==> src/design/nqss_pkg.sv <==
`timescale 1ns / 1ps
// ----------------------------------------------------------------------------
// nqss_pkg: shared types and constants of the N-queens search unit
// Field widths, limits and the control word handed from the sequencer to
// each cell of the placement chain.
// ----------------------------------------------------------------------------
package nqss_pkg;

	localparam int ROW_W         = 4;
	localparam int SIZE_W        = 5;
	localparam int CNT_W         = 2;
	localparam int MAX_N_DEFAULT = 16;
	localparam int LIMIT_RESET   = 3;
	localparam int MAX_SOLUTIONS = 3;

	typedef enum logic [2:0] {
		ST_IDLE,
		ST_SEARCH,
		ST_EMIT,
		ST_FINAL
	} state_t;

	typedef enum logic [1:0] {
		CELL_HOLD,
		CELL_PUSH,
		CELL_POP,
		CELL_ROT
	} cell_op_t;

	typedef struct packed {
		cell_op_t            op;
		logic [SIZE_W-1:0]   cand;
		logic [SIZE_W-1:0]   depth;
	} cell_ctrl_t;

endpackage

==> src/design/n_queens_solution_search_unit.sv <==
`timescale 1ns / 1ps
// ----------------------------------------------------------------------------
// n_queens_solution_search_unit: backtracking N-queens solver
// Depth-first search over a chain of placement cells; solutions are streamed
// out one word per column.
// ----------------------------------------------------------------------------
//
//  channel  | direction | words per request | handshake
//  ---------+-----------+-------------------+--------------------------
//  in       | input     | 1 (board_size)    | in_valid / in_ready
//  out      | output    | 1 to 3*MAX_N      | out_valid / out_ready
//  cfg      | input     | write only        | cfg_wr_en, no wait
//
// A search step is one node of the search tree: try, advance or backtrack.
// For each solution the emit state streams columns 0 to n-2 by rotations of
// the chain, then holds and parks column n-1 until the next step shows
// whether it is the last word. A parked word goes out first when the next
// solution is found, or as the final word.
// Reset clears the sequencer and the output valid flag; the cells need none.
// A stalled output holds only the emission: the search runs on while a word
// waits and stops at the next solution until the output register is free.
// A new request is taken only once the previous final word is loaded.
//
module n_queens_solution_search_unit import nqss_pkg::*; #(
	parameter int MAX_N = MAX_N_DEFAULT
) (
	input  logic              clk,
	input  logic              arst_n,
	input  logic              cfg_wr_en,
	input  logic [CNT_W-1:0]  cfg_wr_data,
	input  logic              in_valid,
	output logic              in_ready,
	input  logic [SIZE_W-1:0] board_size,
	output logic              out_valid,
	input  logic              out_ready,
	output logic              has_queen,
	output logic [CNT_W-1:0]  solution_index,
	output logic [ROW_W-1:0]  column_index,
	output logic [ROW_W-1:0]  row_value,
	output logic              end_of_solution,
	output logic              last
);

	localparam int IDX_W = (MAX_N > 1) ? $clog2(MAX_N) : 1;

	state_t            state_q, state_d;
	logic [CNT_W-1:0]  limit_reg_q;
	logic [CNT_W-1:0]  limit_q, limit_d;
	logic [SIZE_W-1:0] n_q, n_d;
	logic [SIZE_W-1:0] depth_q, depth_d;
	logic [SIZE_W-1:0] cand_q, cand_d;
	logic [SIZE_W-1:0] k_q, k_d;
	logic [CNT_W-1:0]  found_q, found_d;

	// The final column of the latest solution waits here, since only the
	// next step of the search tells whether it is the last word.
	logic              pend_valid_q, pend_valid_d;
	logic [CNT_W-1:0]  pend_sol_q, pend_sol_d;
	logic [ROW_W-1:0]  pend_col_q, pend_col_d;
	logic [ROW_W-1:0]  pend_row_q, pend_row_d;

	logic              out_load;
	logic              can_load;
	logic              o_has, o_eos, o_last;
	logic [CNT_W-1:0]  o_sol;
	logic [ROW_W-1:0]  o_col, o_row;

	cell_ctrl_t        ctrl;
	logic [ROW_W-1:0]  rows [MAX_N];
	logic [MAX_N-1:0]  conflicts;
	logic [IDX_W-1:0]  last_idx;
	logic [SIZE_W-1:0] n_in;

	assign can_load = !out_valid || out_ready;
	assign in_ready = (state_q == ST_IDLE);
	assign last_idx = IDX_W'(n_q - SIZE_W'(1));
	assign n_in     = (board_size > SIZE_W'(MAX_N)) ? SIZE_W'(MAX_N) : board_size;

	// The chain: cell 0 is the top of the placement stack.
	for (genvar j = 0; j < MAX_N; j++) begin : g_cell
		logic [ROW_W-1:0] left_w, right_w;
		if (j == 0) begin : g_head
			assign left_w = (ctrl.op == CELL_PUSH) ? ctrl.cand[ROW_W-1:0] : rows[last_idx];
		end else begin : g_body
			assign left_w = rows[j-1];
		end
		if (j == MAX_N - 1) begin : g_tail
			assign right_w = '0;
		end else begin : g_inner
			assign right_w = rows[j+1];
		end
		nqss_cell #(.IDX(j)) u_cell (
			.clk       (clk),
			.ctrl      (ctrl),
			.din_left  (left_w),
			.din_right (right_w),
			.row       (rows[j]),
			.conflict  (conflicts[j])
		);
	end

	always_ff @(posedge clk or negedge arst_n) begin
		if (!arst_n) begin
			state_q      <= ST_IDLE;
			limit_reg_q  <= CNT_W'(LIMIT_RESET);
			pend_valid_q <= 1'b0;
			out_valid    <= 1'b0;
			found_q      <= '0;
			depth_q      <= '0;
		end else begin
			state_q      <= state_d;
			pend_valid_q <= pend_valid_d;
			found_q      <= found_d;
			depth_q      <= depth_d;
			if (cfg_wr_en) begin
				limit_reg_q <= cfg_wr_data;
			end
			if (out_load) begin
				out_valid <= 1'b1;
			end else if (out_ready) begin
				out_valid <= 1'b0;
			end
		end
	end

	always_ff @(posedge clk) begin
		limit_q    <= limit_d;
		n_q        <= n_d;
		cand_q     <= cand_d;
		k_q        <= k_d;
		pend_sol_q <= pend_sol_d;
		pend_col_q <= pend_col_d;
		pend_row_q <= pend_row_d;
		if (out_load) begin
			has_queen       <= o_has;
			solution_index  <= o_sol;
			column_index    <= o_col;
			row_value       <= o_row;
			end_of_solution <= o_eos;
			last            <= o_last;
		end
	end

	always_comb begin
		state_d      = state_q;
		limit_d      = limit_q;
		n_d          = n_q;
		depth_d      = depth_q;
		cand_d       = cand_q;
		k_d          = k_q;
		found_d      = found_q;
		pend_valid_d = pend_valid_q;
		pend_sol_d   = pend_sol_q;
		pend_col_d   = pend_col_q;
		pend_row_d   = pend_row_q;
		out_load     = 1'b0;
		o_has        = 1'b0;
		o_sol        = '0;
		o_col        = '0;
		o_row        = '0;
		o_eos        = 1'b0;
		o_last       = 1'b0;
		ctrl.op      = CELL_HOLD;
		ctrl.cand    = cand_q;
		ctrl.depth   = depth_q;

		case (state_q)
			ST_IDLE: begin
				if (in_valid) begin
					n_d          = n_in;
					limit_d      = (limit_reg_q == '0) ? CNT_W'(1) : limit_reg_q;
					depth_d      = '0;
					cand_d       = '0;
					found_d      = '0;
					pend_valid_d = 1'b0;
					state_d      = (n_in == '0) ? ST_FINAL : ST_SEARCH;
				end
			end
			ST_SEARCH: begin
				if (cand_q >= n_q) begin
					if (depth_q == '0) begin
						state_d = ST_FINAL;
					end else begin
						ctrl.op = CELL_POP;
						cand_d  = {1'b0, rows[0]} + SIZE_W'(1);
						depth_d = depth_q - SIZE_W'(1);
					end
				end else if (conflicts == '0) begin
					ctrl.op = CELL_PUSH;
					depth_d = depth_q + SIZE_W'(1);
					cand_d  = '0;
					if (depth_q == n_q - SIZE_W'(1)) begin
						k_d     = '0;
						state_d = ST_EMIT;
					end
				end else begin
					cand_d = cand_q + SIZE_W'(1);
				end
			end
			ST_EMIT: begin
				if (pend_valid_q) begin
					// The previous solution's final column goes out first.
					if (can_load) begin
						out_load     = 1'b1;
						o_has        = 1'b1;
						o_sol        = pend_sol_q;
						o_col        = pend_col_q;
						o_row        = pend_row_q;
						o_eos        = 1'b1;
						pend_valid_d = 1'b0;
					end
				end else if (k_q == n_q - SIZE_W'(1)) begin
					// The chain holds here: it already stands in popped order.
					pend_valid_d = 1'b1;
					pend_sol_d   = found_q;
					pend_col_d   = k_q[ROW_W-1:0];
					pend_row_d   = rows[last_idx];
					found_d      = found_q + CNT_W'(1);
					if (found_q + CNT_W'(1) >= limit_q) begin
						state_d = ST_FINAL;
					end else begin
						state_d = ST_SEARCH;
					end
				end else if (can_load) begin
					ctrl.op  = CELL_ROT;
					out_load = 1'b1;
					o_has    = 1'b1;
					o_sol    = found_q;
					o_col    = k_q[ROW_W-1:0];
					o_row    = rows[last_idx];
					k_d      = k_q + SIZE_W'(1);
				end
				// Back to the search: the solution's last row is retried one up.
				if (state_d == ST_SEARCH) begin
					cand_d = cand_q;
				end
			end
			ST_FINAL: begin
				if (can_load) begin
					out_load     = 1'b1;
					o_has        = pend_valid_q;
					o_sol        = pend_valid_q ? pend_sol_q : '0;
					o_col        = pend_valid_q ? pend_col_q : '0;
					o_row        = pend_valid_q ? pend_row_q : '0;
					o_eos        = pend_valid_q;
					o_last       = 1'b1;
					pend_valid_d = 1'b0;
					state_d      = ST_IDLE;
				end
			end
			default: begin
				state_d = ST_IDLE;
			end
		endcase

		// After a solution that is not the last, the search resumes from a
		// popped state: depth n-1 with the final row advanced by one.
		if (state_q == ST_EMIT && state_d == ST_SEARCH) begin
			depth_d = depth_q - SIZE_W'(1);
			cand_d  = {1'b0, rows[last_idx]} + SIZE_W'(1);
		end
	end

	// Note on the resume path: after the n-1 rotations of the emit state,
	// cell j holds the queen of column n-2-j for every j below n-1, which is
	// the pushed order with the top removed. Holding the chain in the final
	// emit cycle therefore gives the pop for free, and depth n-1 masks the
	// stale cell n-1.

`ifndef SYNTH
	a_depth_in_range: assert property (@(posedge clk) disable iff (!arst_n)
		(state_q == ST_SEARCH) |-> (depth_q < n_q))
		else $error("search depth reached board size");
	a_pend_matches_found: assert property (@(posedge clk) disable iff (!arst_n)
		(state_q == ST_SEARCH) |-> (pend_valid_q == (found_q != '0)))
		else $error("held word disagrees with solution count");
	a_found_within_limit: assert property (@(posedge clk) disable iff (!arst_n)
		(state_q != ST_IDLE) |-> (found_q <= limit_q))
		else $error("solution count passed the limit");
	a_last_ends_request: assert property (@(posedge clk) disable iff (!arst_n)
		(out_load && o_last) |=> (state_q == ST_IDLE))
		else $error("final word loaded while request still running");
`endif

endmodule

==> src/design/nqss_cell.sv <==
`timescale 1ns / 1ps
// ----------------------------------------------------------------------------
// nqss_cell: one entry of the placement chain
// Holds the row of one placed queen, shifts with its neighbours and flags
// whether the candidate row is attacked by its queen.
// ----------------------------------------------------------------------------
module nqss_cell import nqss_pkg::*; #(
	parameter int IDX = 0
) (
	input  logic              clk,
	input  cell_ctrl_t        ctrl,
	input  logic [ROW_W-1:0]  din_left,
	input  logic [ROW_W-1:0]  din_right,
	output logic [ROW_W-1:0]  row,
	output logic              conflict
);

	// Cell IDX holds the queen placed IDX+1 columns before the candidate.
	localparam logic [SIZE_W-1:0] DIST = SIZE_W'(IDX + 1);
	localparam logic [SIZE_W-1:0] POS  = SIZE_W'(IDX);

	logic [ROW_W-1:0]  row_q;
	logic [SIZE_W-1:0] row_ext;
	logic [SIZE_W-1:0] diff;

	always_ff @(posedge clk) begin
		case (ctrl.op)
			CELL_PUSH, CELL_ROT: row_q <= din_left;
			CELL_POP:            row_q <= din_right;
			default:             row_q <= row_q;
		endcase
	end

	always_comb begin
		row_ext  = {1'b0, row_q};
		diff     = (row_ext > ctrl.cand) ? row_ext - ctrl.cand : ctrl.cand - row_ext;
		conflict = (POS < ctrl.depth) && ((row_ext == ctrl.cand) || (diff == DIST));
	end

	assign row = row_q;

endmodule

==> config.mk <==
export PLATFORM = sky130hd
export DESIGN_NAME = n_queens_solution_search_unit
export DESIGN_NICKNAME = d
export VERILOG_FILES = /design/src/design/nqss_pkg.sv /design/src/design/n_queens_solution_search_unit.sv /design/src/design/nqss_cell.sv
export SDC_FILE = /design/constraint.sdc
export NUM_CORES = 1
export LEC_CHECK = 0
export BUFFER_PORTS_ARGS = -buffer_cell sky130_fd_sc_hd__buf_2
export CORE_ASPECT_RATIO = 0.8
export CORE_MARGIN = 2
export CORE_UTILIZATION = 55
export DETAILED_ROUTE_END_ITERATION = 10
export GPL_ROUTABILITY_DRIVEN = 1
export PLACE_DENSITY = 0.81
export SETUP_SLACK_MARGIN = 0.05
export SYNTH_ARGS = -nofsm -noshare
export SYNTH_HDL_FRONTEND = slang
export SYNTH_HIERARCHICAL = 1
export SYNTH_SLANG_ARGS = --single-unit
==> constraint.sdc <==
create_clock -name clk -period 4.4 [get_ports clk]
set_input_delay 0.44 -clock clk [delete_from_list [all_inputs] [get_ports clk]]
set_output_delay 0.44 -clock clk [all_outputs]
set_load 0.005 [all_outputs]
==> out/qor.yml <==
critical_path:
  crit_path_end_kind: "flip-flop"
  reg2reg_to: "k_q[2]$_SDFFCE_PN0P_"
  timing.rr.start: "cand_q[2]$_DFFE_PP_"
  crit_type: "flip-flop to flip-flop"
  critPathMostFrequentCell: "buf_4"
  worstSetupStartpoint: "cand_q[2]$_DFFE_PP_"
  critical_path_required_ns: 4.54
  path_cells: "buf_4 -> buf_4 -> inv_1 -> ha_1 -> nand2b_1 -> a211oi_1 -> a311o_1 -> a31oi_1 -> nor3_1 -> nor4_1 -> and4_1 -> buf_4 -> and4_1 -> nand3b_1 -> o21bai_1 -> buf_4"
  path_max_fanout: 11
  r2r_slack_ns: 0.15
  cp_num_buf_inv: 5
  cpMaxStageDelayCell: "edfxtp_1"
  rr_worst_depth: 16
  critPathLaunchType: "flip-flop"
  cp_top_family: "simple AND/OR/NAND/NOR gates"
  max_stage_delay_ns: 0.54
  worst-endpoint-arrival_ns: 4.38
global_routing:
  grt_max_degree: 44
  grt.total_usage: 0.267
  grt_pass1_wl_mm: 47.4
  grt_pass1_vias: 8913
  antenna_found_initial: 0
  grt_overflow: 0
layout:
  layout.nets: 1381
  drive_above_1_share: 0.226
  final_cell_mix: "inv_1 (162), ha_1 (139), edfxtp_1 (104)"
  n_antenna_cell: 0
  syn2layout_area_growth_pct: 12.0
  post-route-util: 0.626
  final_common_cell: "inv_1"
pwr:
  leakage_nw: 5.57
  power.total_mw: 6.47
  ir_worst_vdd_mv: 0.262
  powerDensity_nw_per_um2: 500
synth:
  async_flop_share: 0.119
  yosysTopAreaCellShare: 0.271
  synth_edf_count: 104
  synth_top_area_cell: "edfxtp_1"
  ys_seq_area_frac: 0.301
  ys_seq_elements: 118
  yosysUniqueCellTypes: 105
  avgSynthCellArea_um2: 10.1
  synth_area_leaders: "edfxtp_1 (27%), ha_1 (15%), mux2_2 (6.0%), inv_1 (5.4%), mux4_2 (3.9%)"
  syn_area_um2: 11500
  netlist_instances: 1139
  synth-main-ff-cell: "edfxtp_1"
  yosys_warnings: 6
job:
  maxCapViolCount: 0
drt:
  drc: 0
  ant_nets: 0
  vias_per_cell: 6.14
  first_pass_iters: 5
  wirelength_mm: 29.7
  drt_iter0_markers: 901
  vias: 9182
  wire_per_inst_um: 19.9
floorplan:
  dieArea_um2: 22200
  rows: 47
  dieHeight_um: 134
  core_region_area_um2: 20600
  initial_utilization: 0.559
  die_w_um: 166
  ios: 27
clocking:
  cts_buffer_depth: 2
  clock-sinks: 118
  h-tree-depth: 4
  clkTransAtPathRegs_ns: 0.06
  cts_tree: "yes"
  root_buffer: "clkbuf_16"
  cts-buffers-inserted: 17
  clk_latency_ns: 0.42
sta:
  fmax_mhz: 235
  post-route-period-util: 0.966
  fin_setup_tns_ns: 0
  min_period_ns: 4.25
  rsz0062_at_grt: "false"
  drv_slew: 0
  slew_headroom: 0.123
  skew_ns: 0.00750
  setup_slack_ns: 0.151
  tightest_slew_ns: 1.31
  finalSetupViolations: 0
  finalHoldViolCount: 0
placement:
  io_buffers: 26
  dp_hpwl_mm: 22.0
  dpl_worst_slack_ns: 0.0854
  gp_congestion: 0.958
worst_hold_path:
  holdCritStartpoint: "cfg_wr_data[1]"
  hold_depth: 2
  min_delay_worst_endpoint: "limit_reg_q[1]$_DFFE_PN1P_"
  hold_path_class: "primary input to flip-flop"
status:
  status: "completed"
-- repair_timing --
action | 4_1_cts | 5_1_grt
gates resized for setup | 0 | 16
endpoints found under the setup margin | 0 | 68
hold endpoints to repair | 12 | 0
hold buffers | 1 | 0
buffers inserted | 0 | 7
-- registers in the layout, indices dropped and copies added, names as in the netlist --
register           count
pend_row_q             4
pend_col_q             4
column_index           4
limit_reg_q            2
cand_q                 5
g_cell.u_cell/row     64
row_value              4
pend_sol_q             2
solution_index         2
end_of_solution        1
has_queen              1
n_q                    5
last                   1
out_valid              1
k_q                    5
pend_valid_q           1
found_q                2
state_q                3
limit_q                2
depth_q                5
-- worst register-to-register path, cell delays in order (launching register included) --
cell and delay, ns:
edfxtp_1 0.54, buf_4 0.26, buf_4 0.24, inv_1 0.07
ha_1 0.40, nand2b_1 0.14, a211oi_1 0.09, a311o_1 0.32
a31oi_1 0.18, nor3_1 0.09, nor4_1 0.44, and4_1 0.34
buf_4 0.16, and4_1 0.19, nand3b_1 0.14, o21bai_1 0.18
buf_4 0.18
-- final cells by class --
cell class | instances | area, um^2
clock buffers | 17 | 425
clock inverters | 15 | 109
fillers | 1579 | 7710
inverters | 166 | 623
multi-input cells | 837 | 7410
flip-flops and latches | 118 | 3480
well taps | 269 | 337
repair buffers | 74 | 547
-- Yosys cell counts, types with 5 or more instances --
cell type,number
a211o_1,10
a21o_1,11
a21oi_1,49
a21oi_2,8
a22o_1,9
a31oi_1,20
buf_6,13
clkbuf_1,5
dfrtp_1,12
edfxtp_1,104
fa_1,16
ha_1,139
inv_1,166
mux2_1,11
mux2_2,62
mux2i_1,11
mux4_2,20
nand2_1,43
nand2b_1,20
nand3_1,25
nand3b_1,8
nand4_1,9
nor2_1,54
nor2b_1,31
nor3_1,16
nor3b_1,7
nor4_1,8
o21a_1,7
o21ai_0,32
o21ai_1,12
o21bai_1,6
o22ai_1,7
or2_2,17
xnor2_1,22
xor2_1,28
-- power by group --
part / switching [mW] / internal, mW / leakage [nW]
Clock: 0.537 / 0.718 / 0.247
Combinational: 1.83 / 1.50 / 4.18
Sequential: 0.336 / 1.55 / 1.14
-- stage by stage --
step	area [um^2]	instances	hold WS, ns
CTS	12800	1489	0.248
global placement	12200	1456	0.363
detailed placement	12200	1456	0.367
finish	12900	1496	0.252
floorplan	11600	1143	0.144
global route	12900	1496	0.250
-- layer usage --
metal | GRT usage | routed length [um] | vias up
li1 | - | - | 4263
met1 | 0.379 | 13100 | 4479
met2 | 0.417 | 13500 | 402
met3 | 0.0550 | 2650 | 38
met4 | 0.0744 | 397 | 0
met5 | 0 | 0 | -
-- cell families after synthesis --
kind of cell | after synthesis | synth area share
XOR/XNOR | 53 | 0.0427
AND/OR/NAND/NOR | 282 | 0.138
other | 1 | 0.000325
multiplexers | 105 | 0.121
flip-flops | 118 | 0.301
buffers and inverters | 188 | 0.0701
adder cells (fa/ha/maj) | 155 | 0.178
AO/OA/AOI/OAI | 237 | 0.148
-- how the worst max path moves through the flow --
stage	endpoint	slack, ns	cells after the start
4_1_cts	g_cell[14].u_cell/row[3]$_DFFE_PP_	0.06	17
3_3_place_gp	g_cell[4].u_cell/row[2]$_DFFE_PP_	0.29	17
3_5_place_dp	g_cell[0].u_cell/row[2]$_DFFE_PP_	0.09	17
2_1_floorplan	g_cell[13].u_cell/row[0]$_DFFE_PP_	0.06	13
5_1_grt	g_cell[6].u_cell/row[3]$_DFFE_PP_	0.05	16
6_report	k_q[2]$_SDFFCE_PN0P_	0.15	16
No activity file was read; power rests on OpenSTA's default activity.
